[config.mk]
export PLATFORM = sky130hd
export DESIGN_NAME = dpcm_golomb_pixel_decoder_core
export DESIGN_NICKNAME = d
export VERILOG_FILES = /design/src/sv/dpg_pkg.sv /design/src/sv/dpg_csr.sv /design/src/sv/dpg_decoder.sv /design/src/sv/dpg_pixel.sv /design/src/sv/dpg_outq.sv /design/src/sv/dpcm_golomb_pixel_decoder_core.sv
export SDC_FILE = /design/constraint.sdc
export NUM_CORES = 2
export LEC_CHECK = 0
export ABC_CLOCK_PERIOD_IN_PS = 21500
export BUFFER_PORTS_ARGS = -buffer_cell sky130_fd_sc_hd__buf_2
export CAP_MARGIN = 30
export CORE_MARGIN = 4
export CORE_UTILIZATION = 33
export CTS_CLUSTER_SIZE = 10
export DETAILED_ROUTE_END_ITERATION = 6
export PLACE_DENSITY = 0.52
export SETUP_SLACK_MARGIN = 0.05
export SYNTH_ARGS = -nofsm -noshare
export SYNTH_HDL_FRONTEND = slang
export SYNTH_SLANG_ARGS = --single-unit
[constraint.sdc]
create_clock -name clock -period 21.5 [get_ports clock]
set_input_delay 1.075 -clock clock [delete_from_list [all_inputs] [get_ports clock]]
set_output_delay 1.075 -clock clock [all_outputs]
set_load 0.02 [all_outputs]
[src/sv/dpg_pkg.sv]
`timescale 1ns / 1ps
package dpg_pkg;

   localparam int MAX_WIDTH    = 256;
   localparam int MAX_HEIGHT   = 384;
   localparam int PREFIX_LIMIT = 24;
   localparam int MAX_RICE_K   = 3;

   localparam int COL_W  = $clog2(MAX_WIDTH);
   localparam int ROW_W  = $clog2(MAX_HEIGHT);
   localparam int DIM_W  = 9;
   localparam int K_W    = 2;
   localparam int PFX_W  = $clog2(PREFIX_LIMIT + 2);
   localparam int SUF_W  = PREFIX_LIMIT;
   localparam int CODE_W = PREFIX_LIMIT + 1;
   localparam int PIX_W  = 8;

   localparam logic [PIX_W-1:0] PIX_MID = 8'd128;
   localparam logic [PIX_W-1:0] PIX_MAX = 8'd255;

   localparam int CSR_AW   = 5;
   localparam int CSR_DW   = 32;
   localparam int OQ_DEPTH = 8;
   localparam int OQ_AW    = $clog2(OQ_DEPTH);
   localparam int OQ_CW    = $clog2(OQ_DEPTH + 1);

   typedef enum logic [2:0] {
      REG_PRED_MODE  = 3'd0,
      REG_CODE_KIND  = 3'd1,
      REG_RICE_K     = 3'd2,
      REG_IMG_WIDTH  = 3'd3,
      REG_IMG_HEIGHT = 3'd4
   } reg_index_type;

   typedef enum logic [1:0] {
      PRED_LEFT  = 2'd0,
      PRED_ABOVE = 2'd1,
      PRED_AVG   = 2'd2
   } pred_mode_type;

   typedef enum logic {
      KIND_EXPG = 1'b0,
      KIND_RICE = 1'b1
   } code_kind_type;

   typedef struct packed {
      pred_mode_type    pred_mode;
      code_kind_type    code_kind;
      logic [K_W-1:0]   rice_k;
      logic [DIM_W-1:0] img_width;
      logic [DIM_W-1:0] img_height;
   } cfg_type;

   // decoded code on its way to the pixel stage
   typedef struct packed {
      logic              valid;
      logic [CODE_W-1:0] code;
      logic [COL_W-1:0]  col;
      logic [ROW_W-1:0]  row;
      logic              img_end;
      logic              byte_end;
      logic              strm_end;
   } pix_req_type;

   // reconstructed pixel on its way to the output queue
   typedef struct packed {
      logic             valid;
      logic [PIX_W-1:0] value;
      logic [COL_W-1:0] col;
      logic [ROW_W-1:0] row;
      logic             img_end;
      logic             byte_end;
      logic             strm_end;
   } pix_res_type;

   typedef struct packed {
      logic [PIX_W-1:0] value;
      logic [COL_W-1:0] col;
      logic [ROW_W-1:0] row;
      logic             last_of_byte;
      logic             frame_complete;
   } out_item_type;

endpackage

[src/sv/dpg_csr.sv]
`timescale 1ns / 1ps
module dpg_csr (
   input  logic                       clock,
   input  logic                       reset,
   input  logic                       psel,
   input  logic                       penable,
   input  logic                       pwrite,
   input  logic [dpg_pkg::CSR_AW-1:0] paddr,
   input  logic [dpg_pkg::CSR_DW-1:0] pwdata,
   output logic [dpg_pkg::CSR_DW-1:0] prdata,
   output logic                       pready,
   output dpg_pkg::cfg_type           cfg
);

   dpg_pkg::cfg_type       cfg_ff;
   dpg_pkg::reg_index_type index_w;
   logic                   write_w;

   assign index_w = dpg_pkg::reg_index_type'(paddr[dpg_pkg::CSR_AW-1:2]);
   assign write_w = psel & penable & pwrite;
   assign pready  = 1'b1;
   assign cfg     = cfg_ff;

   always_ff @(posedge clock) begin
      if (reset) begin
         cfg_ff.pred_mode  <= dpg_pkg::PRED_LEFT;
         cfg_ff.code_kind  <= dpg_pkg::KIND_EXPG;
         cfg_ff.rice_k     <= '0;
         cfg_ff.img_width  <= dpg_pkg::DIM_W'(128);
         cfg_ff.img_height <= dpg_pkg::DIM_W'(144);
      end else if (write_w) begin
         unique case (index_w)
            dpg_pkg::REG_PRED_MODE:
               cfg_ff.pred_mode <= dpg_pkg::pred_mode_type'(pwdata[1:0]);
            dpg_pkg::REG_CODE_KIND:
               cfg_ff.code_kind <= dpg_pkg::code_kind_type'(pwdata[0]);
            dpg_pkg::REG_RICE_K:
               cfg_ff.rice_k <= pwdata[dpg_pkg::K_W-1:0];
            dpg_pkg::REG_IMG_WIDTH:
               cfg_ff.img_width <= pwdata[dpg_pkg::DIM_W-1:0];
            dpg_pkg::REG_IMG_HEIGHT:
               cfg_ff.img_height <= pwdata[dpg_pkg::DIM_W-1:0];
            default: begin
            end
         endcase
      end
   end

   always_comb begin
      unique case (index_w)
         dpg_pkg::REG_PRED_MODE:  prdata = dpg_pkg::CSR_DW'(cfg_ff.pred_mode);
         dpg_pkg::REG_CODE_KIND:  prdata = dpg_pkg::CSR_DW'(cfg_ff.code_kind);
         dpg_pkg::REG_RICE_K:     prdata = dpg_pkg::CSR_DW'(cfg_ff.rice_k);
         dpg_pkg::REG_IMG_WIDTH:  prdata = dpg_pkg::CSR_DW'(cfg_ff.img_width);
         dpg_pkg::REG_IMG_HEIGHT: prdata = dpg_pkg::CSR_DW'(cfg_ff.img_height);
         default:                 prdata = '0;
      endcase
   end

endmodule

[src/sv/dpg_decoder.sv]
`timescale 1ns / 1ps
module dpg_decoder (
   input  logic                    clock,
   input  logic                    reset,
   input  dpg_pkg::cfg_type        cfg,
   input  logic                    req_valid,
   output logic                    req_stall,
   input  logic [7:0]              req_stream_byte,
   input  logic                    req_stream_end,
   input  logic                    room,
   output dpg_pkg::pix_req_type    pix_req
);

   logic [7:0]                  byte_ff;
   logic                        end_ff;
   logic [2:0]                  idx_ff;
   logic                        full_ff;
   logic                        in_suffix_ff, in_suffix_in;
   logic [dpg_pkg::PFX_W-1:0]   prefix_ff, prefix_in;
   logic [dpg_pkg::SUF_W-1:0]   suffix_ff, suffix_in;
   logic [dpg_pkg::PFX_W-1:0]   remain_ff, remain_in;
   logic [dpg_pkg::COL_W-1:0]   col_ff, col_in;
   logic [dpg_pkg::ROW_W-1:0]   row_ff, row_in;
   logic                        done_ff, done_in;

   logic                        advance_w, last_bit_w, bit_w, accept_w;
   logic                        emit_w, row_end_w, img_end_w;
   logic [dpg_pkg::CODE_W-1:0]  code_w, eg_code_w, rice_code_w;
   logic [dpg_pkg::SUF_W-1:0]   suf_new_w;
   logic [dpg_pkg::K_W-1:0]     k_eff_w;
   logic [dpg_pkg::DIM_W-1:0]   w_eff_w, h_eff_w;

   assign advance_w  = full_ff & room;
   assign last_bit_w = (idx_ff == 3'd7);
   assign bit_w      = byte_ff[7];
   assign req_stall  = full_ff & ~(advance_w & last_bit_w);
   assign accept_w   = req_valid & ~req_stall;

   assign k_eff_w = (cfg.rice_k > dpg_pkg::K_W'(dpg_pkg::MAX_RICE_K)) ?
                    dpg_pkg::K_W'(dpg_pkg::MAX_RICE_K) : cfg.rice_k;
   assign w_eff_w = (cfg.img_width == '0) ? dpg_pkg::DIM_W'(1) :
                    (cfg.img_width > dpg_pkg::DIM_W'(dpg_pkg::MAX_WIDTH)) ?
                    dpg_pkg::DIM_W'(dpg_pkg::MAX_WIDTH) : cfg.img_width;
   assign h_eff_w = (cfg.img_height == '0) ? dpg_pkg::DIM_W'(1) :
                    (cfg.img_height > dpg_pkg::DIM_W'(dpg_pkg::MAX_HEIGHT)) ?
                    dpg_pkg::DIM_W'(dpg_pkg::MAX_HEIGHT) : cfg.img_height;

   // code numbers with the incoming bit already shifted into the suffix
   assign suf_new_w   = {suffix_ff[dpg_pkg::SUF_W-2:0], bit_w};
   assign eg_code_w   = (dpg_pkg::CODE_W'(1) << prefix_ff) - dpg_pkg::CODE_W'(1)
                        + dpg_pkg::CODE_W'(suf_new_w);
   assign rice_code_w = (dpg_pkg::CODE_W'(prefix_ff) << k_eff_w)
                        + dpg_pkg::CODE_W'(suf_new_w);

   always_comb begin
      in_suffix_in = in_suffix_ff;
      prefix_in    = prefix_ff;
      suffix_in    = suffix_ff;
      remain_in    = remain_ff;
      col_in       = col_ff;
      row_in       = row_ff;
      done_in      = done_ff;
      emit_w       = 1'b0;
      code_w       = '0;
      row_end_w    = 1'b0;
      img_end_w    = 1'b0;

      if (advance_w && !done_ff) begin
         if (!in_suffix_ff) begin
            if (!bit_w) begin
               // long run of zeros closes the code with a zero difference
               if (prefix_ff == dpg_pkg::PFX_W'(dpg_pkg::PREFIX_LIMIT)) begin
                  emit_w = 1'b1;
                  prefix_in = '0;
               end else begin
                  prefix_in = prefix_ff + dpg_pkg::PFX_W'(1);
               end
            end else if (cfg.code_kind == dpg_pkg::KIND_EXPG) begin
               if (prefix_ff == '0) begin
                  emit_w = 1'b1;
               end else begin
                  in_suffix_in = 1'b1;
                  suffix_in    = '0;
                  remain_in    = prefix_ff;
               end
            end else begin
               if (k_eff_w == '0) begin
                  emit_w    = 1'b1;
                  code_w    = dpg_pkg::CODE_W'(prefix_ff);
                  prefix_in = '0;
               end else begin
                  in_suffix_in = 1'b1;
                  suffix_in    = '0;
                  remain_in    = dpg_pkg::PFX_W'(k_eff_w);
               end
            end
         end else begin
            if (remain_ff <= dpg_pkg::PFX_W'(1)) begin
               emit_w       = 1'b1;
               code_w       = (cfg.code_kind == dpg_pkg::KIND_EXPG) ? eg_code_w : rice_code_w;
               in_suffix_in = 1'b0;
               prefix_in    = '0;
               suffix_in    = '0;
               remain_in    = '0;
            end else begin
               suffix_in = suf_new_w;
               remain_in = remain_ff - dpg_pkg::PFX_W'(1);
            end
         end
      end

      if (emit_w) begin
         row_end_w = (dpg_pkg::DIM_W'(col_ff) + dpg_pkg::DIM_W'(1)) >= w_eff_w;
         img_end_w = row_end_w &&
                     ((dpg_pkg::DIM_W'(row_ff) + dpg_pkg::DIM_W'(1)) >= h_eff_w);
         if (row_end_w) begin
            col_in = '0;
            if (img_end_w) begin
               done_in = 1'b1;
            end else begin
               row_in = row_ff + dpg_pkg::ROW_W'(1);
            end
         end else begin
            col_in = col_ff + dpg_pkg::COL_W'(1);
         end
      end

      // end of stream drops a cut-short code and starts a new frame
      if (advance_w && last_bit_w && end_ff) begin
         in_suffix_in = 1'b0;
         prefix_in    = '0;
         suffix_in    = '0;
         remain_in    = '0;
         col_in       = '0;
         row_in       = '0;
         done_in      = 1'b0;
      end
   end

   always_ff @(posedge clock) begin
      if (reset) begin
         full_ff      <= 1'b0;
         idx_ff       <= '0;
         in_suffix_ff <= 1'b0;
         prefix_ff    <= '0;
         suffix_ff    <= '0;
         remain_ff    <= '0;
         col_ff       <= '0;
         row_ff       <= '0;
         done_ff      <= 1'b0;
      end else begin
         in_suffix_ff <= in_suffix_in;
         prefix_ff    <= prefix_in;
         suffix_ff    <= suffix_in;
         remain_ff    <= remain_in;
         col_ff       <= col_in;
         row_ff       <= row_in;
         done_ff      <= done_in;
         if (accept_w) begin
            full_ff <= 1'b1;
            idx_ff  <= '0;
         end else if (advance_w) begin
            idx_ff <= idx_ff + 3'd1;
            if (last_bit_w) begin
               full_ff <= 1'b0;
            end
         end
      end
   end

   always_ff @(posedge clock) begin
      if (accept_w) begin
         byte_ff <= req_stream_byte;
         end_ff  <= req_stream_end;
      end else if (advance_w) begin
         byte_ff <= {byte_ff[6:0], 1'b0};
      end
   end

   always_comb begin
      pix_req.valid    = emit_w;
      pix_req.code     = code_w;
      pix_req.col      = col_ff;
      pix_req.row      = row_ff;
      pix_req.img_end  = img_end_w;
      pix_req.byte_end = advance_w & last_bit_w;
      pix_req.strm_end = end_ff;
   end

   a_prefix_bound: assert property (@(posedge clock) disable iff (reset)
      prefix_ff <= dpg_pkg::PFX_W'(dpg_pkg::PREFIX_LIMIT))
      else $error("prefix count past limit");

   a_suffix_count: assert property (@(posedge clock) disable iff (reset)
      in_suffix_ff |-> (remain_ff != '0))
      else $error("suffix active with no bits left");

   a_done_quiet: assert property (@(posedge clock) disable iff (reset)
      done_ff |-> !emit_w)
      else $error("pixel decoded after image end");

endmodule

[src/sv/dpg_pixel.sv]
`timescale 1ns / 1ps
module dpg_pixel (
   input  logic                 clock,
   input  logic                 reset,
   input  dpg_pkg::cfg_type     cfg,
   input  dpg_pkg::pix_req_type pix_req,
   output dpg_pkg::pix_res_type pix_res
);

   logic [dpg_pkg::PIX_W-1:0]  above_mem [dpg_pkg::MAX_WIDTH];
   logic [dpg_pkg::PIX_W-1:0]  rd_ff;

   logic                       b_valid_ff, b_byte_end_ff;
   logic [dpg_pkg::CODE_W-1:0] b_code_ff;
   logic [dpg_pkg::COL_W-1:0]  b_col_ff;
   logic [dpg_pkg::ROW_W-1:0]  b_row_ff;
   logic                       b_img_end_ff, b_strm_end_ff;

   logic                       wr_valid_ff;
   logic [dpg_pkg::COL_W-1:0]  wr_col_ff;
   logic [dpg_pkg::PIX_W-1:0]  wr_value_ff;
   logic [dpg_pkg::PIX_W-1:0]  left_ff;

   logic [dpg_pkg::PIX_W-1:0]  above_w, left_w, pred_w, value_w;
   logic [dpg_pkg::PIX_W:0]    avg_sum_w;
   logic [dpg_pkg::CODE_W-2:0] mag_w;
   logic                       neg_w, big_w, col0_w, row0_w;
   logic [dpg_pkg::PIX_W+1:0]  diff_w, sum_w;

   // the write made at the edge that loaded the read data is not yet in it
   assign above_w = (wr_valid_ff && (wr_col_ff == b_col_ff)) ? wr_value_ff : rd_ff;
   assign col0_w  = (b_col_ff == '0);
   assign row0_w  = (b_row_ff == '0);
   // left neighbor is the mid level at every row start
   assign left_w  = col0_w ? dpg_pkg::PIX_MID : left_ff;
   assign avg_sum_w = {1'b0, left_ff} + {1'b0, above_w};

   always_comb begin
      unique case (cfg.pred_mode)
         dpg_pkg::PRED_ABOVE: pred_w = row0_w ? dpg_pkg::PIX_MID : above_w;
         dpg_pkg::PRED_AVG: begin
            if (col0_w && row0_w) begin
               pred_w = dpg_pkg::PIX_MID;
            end else if (col0_w) begin
               pred_w = above_w;
            end else if (row0_w) begin
               pred_w = left_ff;
            end else begin
               pred_w = avg_sum_w[dpg_pkg::PIX_W:1];
            end
         end
         default: pred_w = left_w;
      endcase
   end

   // zigzag unfold: odd codes are negative, -(m+1) is ~m
   assign mag_w  = b_code_ff[dpg_pkg::CODE_W-1:1];
   assign neg_w  = b_code_ff[0];
   assign big_w  = |mag_w[dpg_pkg::CODE_W-2:dpg_pkg::PIX_W];
   assign diff_w = neg_w ? ~{2'b00, mag_w[dpg_pkg::PIX_W-1:0]}
                         : {2'b00, mag_w[dpg_pkg::PIX_W-1:0]};
   assign sum_w  = {2'b00, pred_w} + diff_w;

   always_comb begin
      if (big_w) begin
         value_w = neg_w ? '0 : dpg_pkg::PIX_MAX;
      end else if (sum_w[dpg_pkg::PIX_W+1]) begin
         value_w = '0;
      end else if (sum_w[dpg_pkg::PIX_W]) begin
         value_w = dpg_pkg::PIX_MAX;
      end else begin
         value_w = sum_w[dpg_pkg::PIX_W-1:0];
      end
   end

   always_ff @(posedge clock) begin
      if (pix_req.valid) begin
         rd_ff <= above_mem[pix_req.col];
      end
      if (b_valid_ff) begin
         above_mem[b_col_ff] <= value_w;
      end
   end

   always_ff @(posedge clock) begin
      if (reset) begin
         b_valid_ff    <= 1'b0;
         b_byte_end_ff <= 1'b0;
         wr_valid_ff   <= 1'b0;
      end else begin
         b_valid_ff    <= pix_req.valid;
         b_byte_end_ff <= pix_req.byte_end;
         wr_valid_ff   <= b_valid_ff;
      end
   end

   always_ff @(posedge clock) begin
      b_code_ff     <= pix_req.code;
      b_col_ff      <= pix_req.col;
      b_row_ff      <= pix_req.row;
      b_img_end_ff  <= pix_req.img_end;
      b_strm_end_ff <= pix_req.strm_end;
      wr_col_ff     <= b_col_ff;
      wr_value_ff   <= value_w;
      if (b_valid_ff) begin
         left_ff <= value_w;
      end
   end

   always_comb begin
      pix_res.valid    = b_valid_ff;
      pix_res.value    = value_w;
      pix_res.col      = b_col_ff;
      pix_res.row      = b_row_ff;
      pix_res.img_end  = b_img_end_ff;
      pix_res.byte_end = b_byte_end_ff;
      pix_res.strm_end = b_strm_end_ff;
   end

endmodule

[src/sv/dpg_outq.sv]
`timescale 1ns / 1ps
module dpg_outq (
   input  logic                  clock,
   input  logic                  reset,
   input  dpg_pkg::pix_res_type  pix_res,
   output logic                  room,
   output logic                  rsp_valid,
   input  logic                  rsp_stall,
   output dpg_pkg::out_item_type rsp_item
);

   dpg_pkg::out_item_type     fifo_ff [dpg_pkg::OQ_DEPTH];
   logic [dpg_pkg::OQ_AW-1:0] wr_ptr_ff, rd_ptr_ff;
   logic [dpg_pkg::OQ_CW-1:0] count_ff;

   logic                      hold_valid_ff, hold_valid_in;
   logic                      hold_closed_ff, hold_closed_in;
   dpg_pkg::out_item_type     hold_item_ff, hold_item_in;

   logic                      push_w, pop_w;
   logic [dpg_pkg::OQ_CW:0]   need_w;

   // newest pixel waits in the hold slot until its successor or its byte end shows
   assign push_w = hold_valid_ff & (hold_closed_ff | pix_res.valid);
   assign pop_w  = (count_ff != '0) & ~rsp_stall;

   // everything already in flight plus one more decoded pixel must fit
   assign need_w = {1'b0, count_ff} + (dpg_pkg::OQ_CW+1)'(hold_valid_ff)
                   + (dpg_pkg::OQ_CW+1)'(pix_res.valid) + (dpg_pkg::OQ_CW+1)'(1);
   assign room   = need_w <= (dpg_pkg::OQ_CW+1)'(dpg_pkg::OQ_DEPTH);

   assign rsp_valid = (count_ff != '0);
   assign rsp_item  = fifo_ff[rd_ptr_ff];

   always_comb begin
      hold_valid_in  = hold_valid_ff;
      hold_closed_in = hold_closed_ff;
      hold_item_in   = hold_item_ff;
      if (pix_res.valid) begin
         hold_valid_in               = 1'b1;
         hold_closed_in              = pix_res.byte_end;
         hold_item_in.value          = pix_res.value;
         hold_item_in.col            = pix_res.col;
         hold_item_in.row            = pix_res.row;
         hold_item_in.last_of_byte   = pix_res.byte_end;
         hold_item_in.frame_complete = pix_res.img_end | (pix_res.byte_end & pix_res.strm_end);
      end else if (pix_res.byte_end && hold_valid_ff && !hold_closed_ff) begin
         hold_closed_in              = 1'b1;
         hold_item_in.last_of_byte   = 1'b1;
         hold_item_in.frame_complete = hold_item_ff.frame_complete | pix_res.strm_end;
      end else if (push_w) begin
         hold_valid_in  = 1'b0;
         hold_closed_in = 1'b0;
      end
   end

   always_ff @(posedge clock) begin
      if (reset) begin
         hold_valid_ff  <= 1'b0;
         hold_closed_ff <= 1'b0;
         wr_ptr_ff      <= '0;
         rd_ptr_ff      <= '0;
         count_ff       <= '0;
      end else begin
         hold_valid_ff  <= hold_valid_in;
         hold_closed_ff <= hold_closed_in;
         if (push_w) begin
            wr_ptr_ff <= wr_ptr_ff + dpg_pkg::OQ_AW'(1);
         end
         if (pop_w) begin
            rd_ptr_ff <= rd_ptr_ff + dpg_pkg::OQ_AW'(1);
         end
         case ({push_w, pop_w})
            2'b10:   count_ff <= count_ff + dpg_pkg::OQ_CW'(1);
            2'b01:   count_ff <= count_ff - dpg_pkg::OQ_CW'(1);
            default: count_ff <= count_ff;
         endcase
      end
   end

   always_ff @(posedge clock) begin
      hold_item_ff <= hold_item_in;
      if (push_w) begin
         fifo_ff[wr_ptr_ff] <= hold_item_ff;
      end
   end

   a_no_overflow: assert property (@(posedge clock) disable iff (reset)
      (count_ff == dpg_pkg::OQ_CW'(dpg_pkg::OQ_DEPTH)) |-> (!push_w || pop_w))
      else $error("output queue overflow");

   a_count_bound: assert property (@(posedge clock) disable iff (reset)
      count_ff <= dpg_pkg::OQ_CW'(dpg_pkg::OQ_DEPTH))
      else $error("output queue count out of range");

   a_closed_held: assert property (@(posedge clock) disable iff (reset)
      hold_closed_ff |-> hold_valid_ff)
      else $error("closed hold slot is empty");

endmodule

[src/sv/dpcm_golomb_pixel_decoder_core.sv]
`timescale 1ns / 1ps
// dpcm pixel decoder for exp-golomb / rice coded differences
// - req channel: one item per coded byte, msb first; req_stream_end marks the
//   final byte of a frame's bitstream
// - rsp channel: one item per decoded pixel with value, column and row;
//   last_of_byte flags the final pixel a byte produced, frame_complete the
//   pixel that ends the image or the stream
// - csr port: apb-style, registers at 4*i (mode, code kind, rice k, width,
//   height); write only while no item is in flight
// - throughput: one bit decoded per cycle in the bit decoder while the output
//   queue has room; the next byte is taken on the cycle its predecessor's last
//   bit is decoded, so bytes stream back to back
// - pipeline: after the cycle that decodes its final bit, a pixel passes an
//   above-row memory read, reconstruction, then a hold slot until the pixel
//   is known to be or not be the last of its byte, then the queue to rsp
// - reset clears decoder, position and queue state; the above-row memory is
//   not cleared, every entry is written on the first row before it is read
// - a stalled rsp fills an 8-entry queue; the decoder pauses when the queue
//   could overflow, and req_stall rises once the byte buffer is busy
module dpcm_golomb_pixel_decoder_core (
   input  logic                             clock,
   input  logic                             reset,

   input  logic                             req_valid,
   output logic                             req_stall,
   input  logic [7:0]                       req_stream_byte,
   input  logic                             req_stream_end,

   output logic                             rsp_valid,
   input  logic                             rsp_stall,
   output logic [dpg_pkg::PIX_W-1:0]        rsp_pixel_value,
   output logic [dpg_pkg::COL_W-1:0]        rsp_pixel_column,
   output logic [dpg_pkg::ROW_W-1:0]        rsp_pixel_row,
   output logic                             rsp_last_of_byte,
   output logic                             rsp_frame_complete,

   input  logic                             psel,
   input  logic                             penable,
   input  logic                             pwrite,
   input  logic [dpg_pkg::CSR_AW-1:0]       paddr,
   input  logic [dpg_pkg::CSR_DW-1:0]       pwdata,
   output logic [dpg_pkg::CSR_DW-1:0]       prdata,
   output logic                             pready
);

   dpg_pkg::cfg_type      cfg_w;
   dpg_pkg::pix_req_type  pix_req_w;
   dpg_pkg::pix_res_type  pix_res_w;
   dpg_pkg::out_item_type head_w;
   logic                  room_w;

   // configuration registers
   dpg_csr u_csr (
      .clock   (clock),
      .reset   (reset),
      .psel    (psel),
      .penable (penable),
      .pwrite  (pwrite),
      .paddr   (paddr),
      .pwdata  (pwdata),
      .prdata  (prdata),
      .pready  (pready),
      .cfg     (cfg_w)
   );

   // byte buffer, bit-serial code parser and pixel position counters
   dpg_decoder u_decoder (
      .clock           (clock),
      .reset           (reset),
      .cfg             (cfg_w),
      .req_valid       (req_valid),
      .req_stall       (req_stall),
      .req_stream_byte (req_stream_byte),
      .req_stream_end  (req_stream_end),
      .room            (room_w),
      .pix_req         (pix_req_w)
   );

   // above-row memory read, prediction, difference add and clamp, write back
   dpg_pixel u_pixel (
      .clock   (clock),
      .reset   (reset),
      .cfg     (cfg_w),
      .pix_req (pix_req_w),
      .pix_res (pix_res_w)
   );

   // last-of-byte tagging and output queue
   dpg_outq u_outq (
      .clock     (clock),
      .reset     (reset),
      .pix_res   (pix_res_w),
      .room      (room_w),
      .rsp_valid (rsp_valid),
      .rsp_stall (rsp_stall),
      .rsp_item  (head_w)
   );

   assign rsp_pixel_value    = head_w.value;
   assign rsp_pixel_column   = head_w.col;
   assign rsp_pixel_row      = head_w.row;
   assign rsp_last_of_byte   = head_w.last_of_byte;
   assign rsp_frame_complete = head_w.frame_complete;

endmodule

=== Word-level counts from Yosys, hierarchy flattened ===
Memories as Yosys holds them, arrays and structs flattened. A register that Yosys moved wholly into a read port is not among the register bits.
Cells that the tools add are included.

* Output and inout bits: 62
* Word-level logic and storage cells: 214
* Register bits: 190
* Bits of input ports: 53
* Memories: 2
* Bits in latches: 0
* Bits in read-only memories: 0
* Bits in writable memories: 2264

* Divide/modulo/power cells: 0
* Add/subtract/negate cells: 18
* $mul: 0
* Eq/ne operators: 17
* Shift operators: 2
* Bitwise logic cells: 17
* Multiplexer cells: 76
* Order comparisons: 7
* Reductions and logical operators: 39

{| class="wikitable"
|+ Memory list
! memory !! words !! bits a word !! read ports !! clocked after memory_dff !! write ports !! line !! text
|-
| u_pixel.above_mem || 256 || 8 || 1 || 1 || 1 || dpg_pixel.sv:10 || <nowiki>logic [dpg_pkg::PIX_W-1:0] above_mem [dpg_pkg::MAX_WIDTH];</nowiki>
|-
| u_outq.fifo_ff || 8 || 27 || 1 || 1 || 1 || dpg_outq.sv:12 || <nowiki>dpg_pkg::out_item_type fifo_ff [dpg_pkg::OQ_DEPTH];</nowiki>
|}

{| class="wikitable"
|+ Operators with widths
! cell !! number
|-
| 23-bit 2-to-1 mux || 6
|-
| 25-bit 2-to-1 mux || 5
|-
| 8-bit 2-to-1 mux || 13
|-
| 5-bit 2-to-1 mux || 13
|-
| 25-bit by 24-bit adder with 25-bit output || 2
|-
| 9-bit case mux with 5 select lines || 1
|-
| 9-bit 2-to-1 mux || 4
|-
| 9-bit logical NOT || 3
|-
| 1-bit 2-to-1 mux || 26
|-
| 1-bit by 5-bit left shift with 25-bit output (first input constant) || 1
|-
| 5-bit by 2-bit left shift with 25-bit output || 1
|-
| 25-bit by 1-bit subtractor with 25-bit output (second input constant) || 1
|-
| 9-bit >= comparator || 2
|-
| 9-bit greater-than comparator (second input constant) || 2
|-
| 8-bit case mux with 2 select lines || 1
|-
| 16-bit OR reduction || 1
|-
| 2-bit AND reduction || 7
|-
| 2-bit nonzero test || 6
|-
| 5-bit by 1-bit adder with 5-bit output (second input constant) || 2
|-
| 8-bit by 10-bit adder with 10-bit output || 1
|-
| 10-bit 2-to-1 mux || 1
|-
| 8-bit inverter with 10-bit output || 1
|-
| 3-bit by 1-bit adder with 3-bit output (second input constant) || 3
|-
| 8-bit by 1-bit adder with 9-bit output (second input constant) || 1
|-
| other kinds (38) || 72
|}

=== Depth between registers and ports, before layout ===
* Depth in word-level cells: 12
* Gate-level depth with buffers: 24
* Mapped depth without buffers: 22

=== Hierarchy ===
A second synthesis with hierarchy kept.

* Cell total of the unflattened synthesis: 5290
* Area total of the unflattened synthesis: 99474.2 um^2

{| class="wikitable"
|+ Modules (own cells, without submodules)
! module !! cells an instance !! sequential area each (um^2) !! area an instance (um^2) !! times used
|-
| dpg_pixel || 3815 || 63240.7 || 81657.1 || 1
|-
| dpg_outq || 446 || 7597.3 || 9974.6 || 1
|-
| dpg_decoder || 885 || 1391.3 || 6477.5 || 1
|-
| dpg_csr || 144 || 460.4 || 1365.1 || 1
|}

=== Worst setup path before layout ===
OpenSTA, ideal clock, no wires.

* Path kind: register to register
* Start: register u_pixel.b_col_ff[6] (netlist bit)
* End: memory u_pixel.above_mem[0][1] (netlist bit), data pin
* Setup time: 2.202 ns
* Required time: 19.298 ns
* Buffers on the path: 1
* Stages on the path, launching flop included: 24
* Data arrival time: 14.550 ns
* Clock period less this slack: 16.753 ns
* Path slack: 4.747 ns
* Cell sequence: dfxtp_1 clkbuf_1 xnor2_1 nand3_1 nor3_2 mux2i_1 inv_1 ha_1 nand3_1 or4_1 nand3b_1 a21oi_1 xor2_1 nor4_1 a221o_1 ha_1 nor2b_1 o21ai_0 a21boi_0 o21ai_0 a21oi_1 o21ai_1 a21boi_0 o21ai_0

{| class="wikitable"
|+ RTL lines
! element !! line !! text
|-
| start, declared || dpg_pixel.sv:15 || <nowiki>logic [dpg_pkg::COL_W-1:0] b_col_ff;</nowiki>
|-
| start signal, assigned || dpg_pixel.sv:99 || <nowiki>b_col_ff <= pix_req.col;</nowiki>
|-
| end, declared || dpg_pixel.sv:10 ||
|}

==> results.sh <==
export IMPL_clock_root_buffer="clkbuf_16"
export IMPL_grtUsageTotal=0.152
export IMPL_wl_per_cell_um=25.8
export IMPL_die_area_sq_um=309000
export IMPL_drt_total_wl_mm=238
export IMPL_ys_warn_count=0
export IMPL_cp_end_kind="flop"
export IMPL_syn2layout_area_growth_pct=13.8
export IMPL_gr_usage_met2=0.248
export IMPL_power_frac_clock=0.410
export IMPL_leakage_nw=34.7
export IMPL_antenna_found_initial=8
export IMPL_fmax_mhz=119
export IMPL_holdWs_ns=0.393
export IMPL_die_w_um=556
export IMPL_crit_fanout=86
export IMPL_worstMarginPinSlew_ns=1.25
export IMPL_final_max_slew_viol_count=0
export IMPL_synth_common_cells="edfxtp_1 (2308), mux4_2 (726), nor2_1 (371)"
export IMPL_required_ns=21.98
export IMPL_ys_flop_type="edfxtp_1"
export IMPL_max_cap_violations=0
export IMPL_htree_levels=5
export IMPL_arrival_ns=8.89
export IMPL_peakVddDrop_mv=0.0642
export IMPL_post_route_util=0.378
export IMPL_grt_pass1_wl_mm=348
export IMPL_core_area_sq_um=298000
export IMPL_yosysTopAreaCell="edfxtp_1"
export IMPL_die_height_um=556
export IMPL_viasPerCell=5.19
export IMPL_p_comb_frac=0.070
export IMPL_drc=0
export IMPL_final_setup_viol_count=0
export IMPL_cts_made_buffers=294
export IMPL_status="finished, final reports clean"
export IMPL_cts_tree="done"
export IMPL_hold_buffers=0
export IMPL_yosysMostFrequentCell="edfxtp_1"
export IMPL_max_slew_margin=0.166
export IMPL_drive_gt1_frac=0.247
export IMPL_synth_avg_cell_area_sq_um=19.9
export IMPL_synth_edf_count=2308
export IMPL_synth_area_sq_um=99100
export IMPL_clk_pin_slew_worst_paths_ns=0.05
export IMPL_postCtsSetupBuffers=0
export IMPL_use_met1=0.214
export IMPL_finalCritPeriodShare=0.391
export IMPL_std_cell_rows=200
export IMPL_rsz0062_at_grt="false"
export IMPL_cts_sinks=2465
export IMPL_power_density_nw_per_um2=93.8
export IMPL_grt_pass1_vias=49300
export IMPL_synthDominantCellAreaShare=0.700
export IMPL_synth_cell_types=70
export IMPL_grt_overflow=0
export IMPL_clock_latency_ns=0.85
export IMPL_num_vias=47800
export IMPL_start_util=0.333
export IMPL_clk_path_buf_depth=4
export IMPL_switchingPower_mw=2.33
export IMPL_fin_setup_tns_ns=0
export IMPL_hold_class="flop to flop"
export IMPL_crit_type="flop to flop"
export IMPL_cp_start_kind="flop"
export IMPL_ys_seq_area_frac=0.731
export IMPL_drt_iter0_drc=4238
export IMPL_final_net_count=5353
export IMPL_gr_max_usage_layer="met2"
export IMPL_portBuffers=65
export IMPL_ioPinCount=115
export IMPL_synth_seq_cells=2465
export IMPL_power_switching_share=0.221
export IMPL_post_route_min_period_ns=8.41
export IMPL_first_pass_iters=5
export IMPL_syn_inst=4985
export IMPL_ys_async_sr_fraction=0
export IMPL_worst_clock_skew_ns=0.0675
export IMPL_internal_power_mw=8.24
export IMPL_seq_power_share=0.520
export IMPL_synth_top_cells_by_area="edfxtp_1 (70%), mux4_2 (17%), dfxtp_1 (3.2%), nor2_1 (1.4%), ha_1 (1.4%)"
export IMPL_cts_resized=0
export IMPL_post_dp_hpwl_mm=142
export IMPL_met3_usage=0.0235
export IMPL_grt_max_degree=226
export IMPL_gp_congestion=0.777
export IMPL_ant_nets=0
export IMPL_timing_hold_violations_final=0
## layer usage
metal | wire, um | vias to the layer above | part of all wire
li1 | - | 20600 | -
met2 | 116000 | 1246 | 0.49
met3 | 11300 | 339 | 0.047
met5 | 0 | - | 0
met1 | 106000 | 25700 | 0.44
met4 | 5320 | 0 | 0.022
## final timing paths
check | slack, ns | cells past startpoint | startpoint | to
max reg2reg | 13.09 | 26 | u_pixel.b_col_ff[1]$_DFF_P_ | u_pixel.above_mem[185][7]$_DFFE_PP_
max | 13.09 | 26 | u_pixel.b_col_ff[1]$_DFF_P_ | u_pixel.above_mem[185][7]$_DFFE_PP_
min reg2reg | 0.39 | 0 | u_decoder.row_ff[1]$_SDFFE_PP0P_ | u_pixel.b_row_ff[1]$_DFF_P_
min | 0.39 | 0 | u_decoder.row_ff[1]$_SDFFE_PP0P_ | u_pixel.b_row_ff[1]$_DFF_P_
## logic make-up after synthesis
family	after synthesis	synth area share
buf+inv	408	0.0169
compound gates	321	0.0207
mux	803	0.173
other cells	2	0.0000758
fa+ha+maj	116	0.0151
xor+xnor	86	0.00760
flops	2465	0.731
simple gates	784	0.0350
## through the flow
stage / instance area (sq um) / cells / setup slack, ns / power (mW)
detailed placement: 104000 / 8813 / 12.88 / 6.34
finish: 113000 / 9215 / 13.09 / 10.6
global route: 113000 / 9211 / 12.27 / 10.9
floorplan: 99200 / 5007 / 4.75 / 6.23
global placement: 104000 / 8791 / 12.63 / 6.31
CTS: 112000 / 9195 / 12.84 / 10.7
## state kept, by name, indices dropped and copies added (netlist names), 9 cells and up, named ones only
signal	flops
u_csr.cfg	23
u_decoder.row_ff	9
u_decoder.suffix_ff	23
u_outq.fifo_ff	216
u_outq.hold_item_ff	19
u_pixel.above_mem	2048
u_pixel.b_code_ff	25
u_pixel.b_row_ff	9
## layout by cell type, fill, tap and decap left out, drive strengths merged, types with 20 or more instances in the layout
cell type / instances
xor2: 39
ha: 110
clkbuf: 357
mux2i: 38
conb: 24
o21ai: 65
nand3: 68
a21o: 25
nor3: 28
buf: 169
mux2: 39
inv: 128
dfxtp: 157
mux4: 726
nand4: 21
edfxtp: 2308
nand2: 172
nor2b: 28
a21oi: 111
nor2: 371
nand2b: 20
xnor2: 47
## power groups by stage
| stage | Clock (mW) | Sequential (mW) | Combinational (mW) |
|---|---|---|---|
| after floorplan | 0 | 5.78 | 0.447 |
| after global placement | 0 | 5.59 | 0.716 |
| after detailed placement | 0 | 5.59 | 0.750 |
| after CTS | 4.45 | 5.50 | 0.751 |
| after global routing | 4.65 | 5.49 | 0.801 |
| final | 4.34 | 5.50 | 0.737 |
## critical path, stage by stage (launching register included)
cell and delay [ns]:
dfxtp_1 0.72, xnor2_1 0.21, nand3_1 0.11, nor3_2 0.61, mux2i_1 0.37, inv_1 0.12
ha_1 0.31, nand3_1 0.06, or4_1 0.43, nand3b_1 0.11, a21oi_1 0.08, xor2_1 0.16
nor4_1 0.06, a221o_1 0.29, ha_1 0.32, nor2b_1 0.14, o21ai_0 0.22, a21boi_0 0.16
o21ai_0 0.22, a21oi_1 0.12, o21ai_1 0.41, a21oi_1 0.18, o21ai_4 0.14, buf_4 0.47
buf_12 0.30, buf_4 0.77, buf_4 0.85
## layout make-up
cell class              instances  area [sq um]
inverters                     118           443
clock buffers                 355          7760
repair buffers                171          1610
clock inverters                27           268
diodes                          6          15.0
multi-input cells            2134         25200
well taps                    3939          4930
fillers                     26900        185000
flip-flops and latches       2465         72500
No activity file was read; power rests on OpenSTA's default activity.
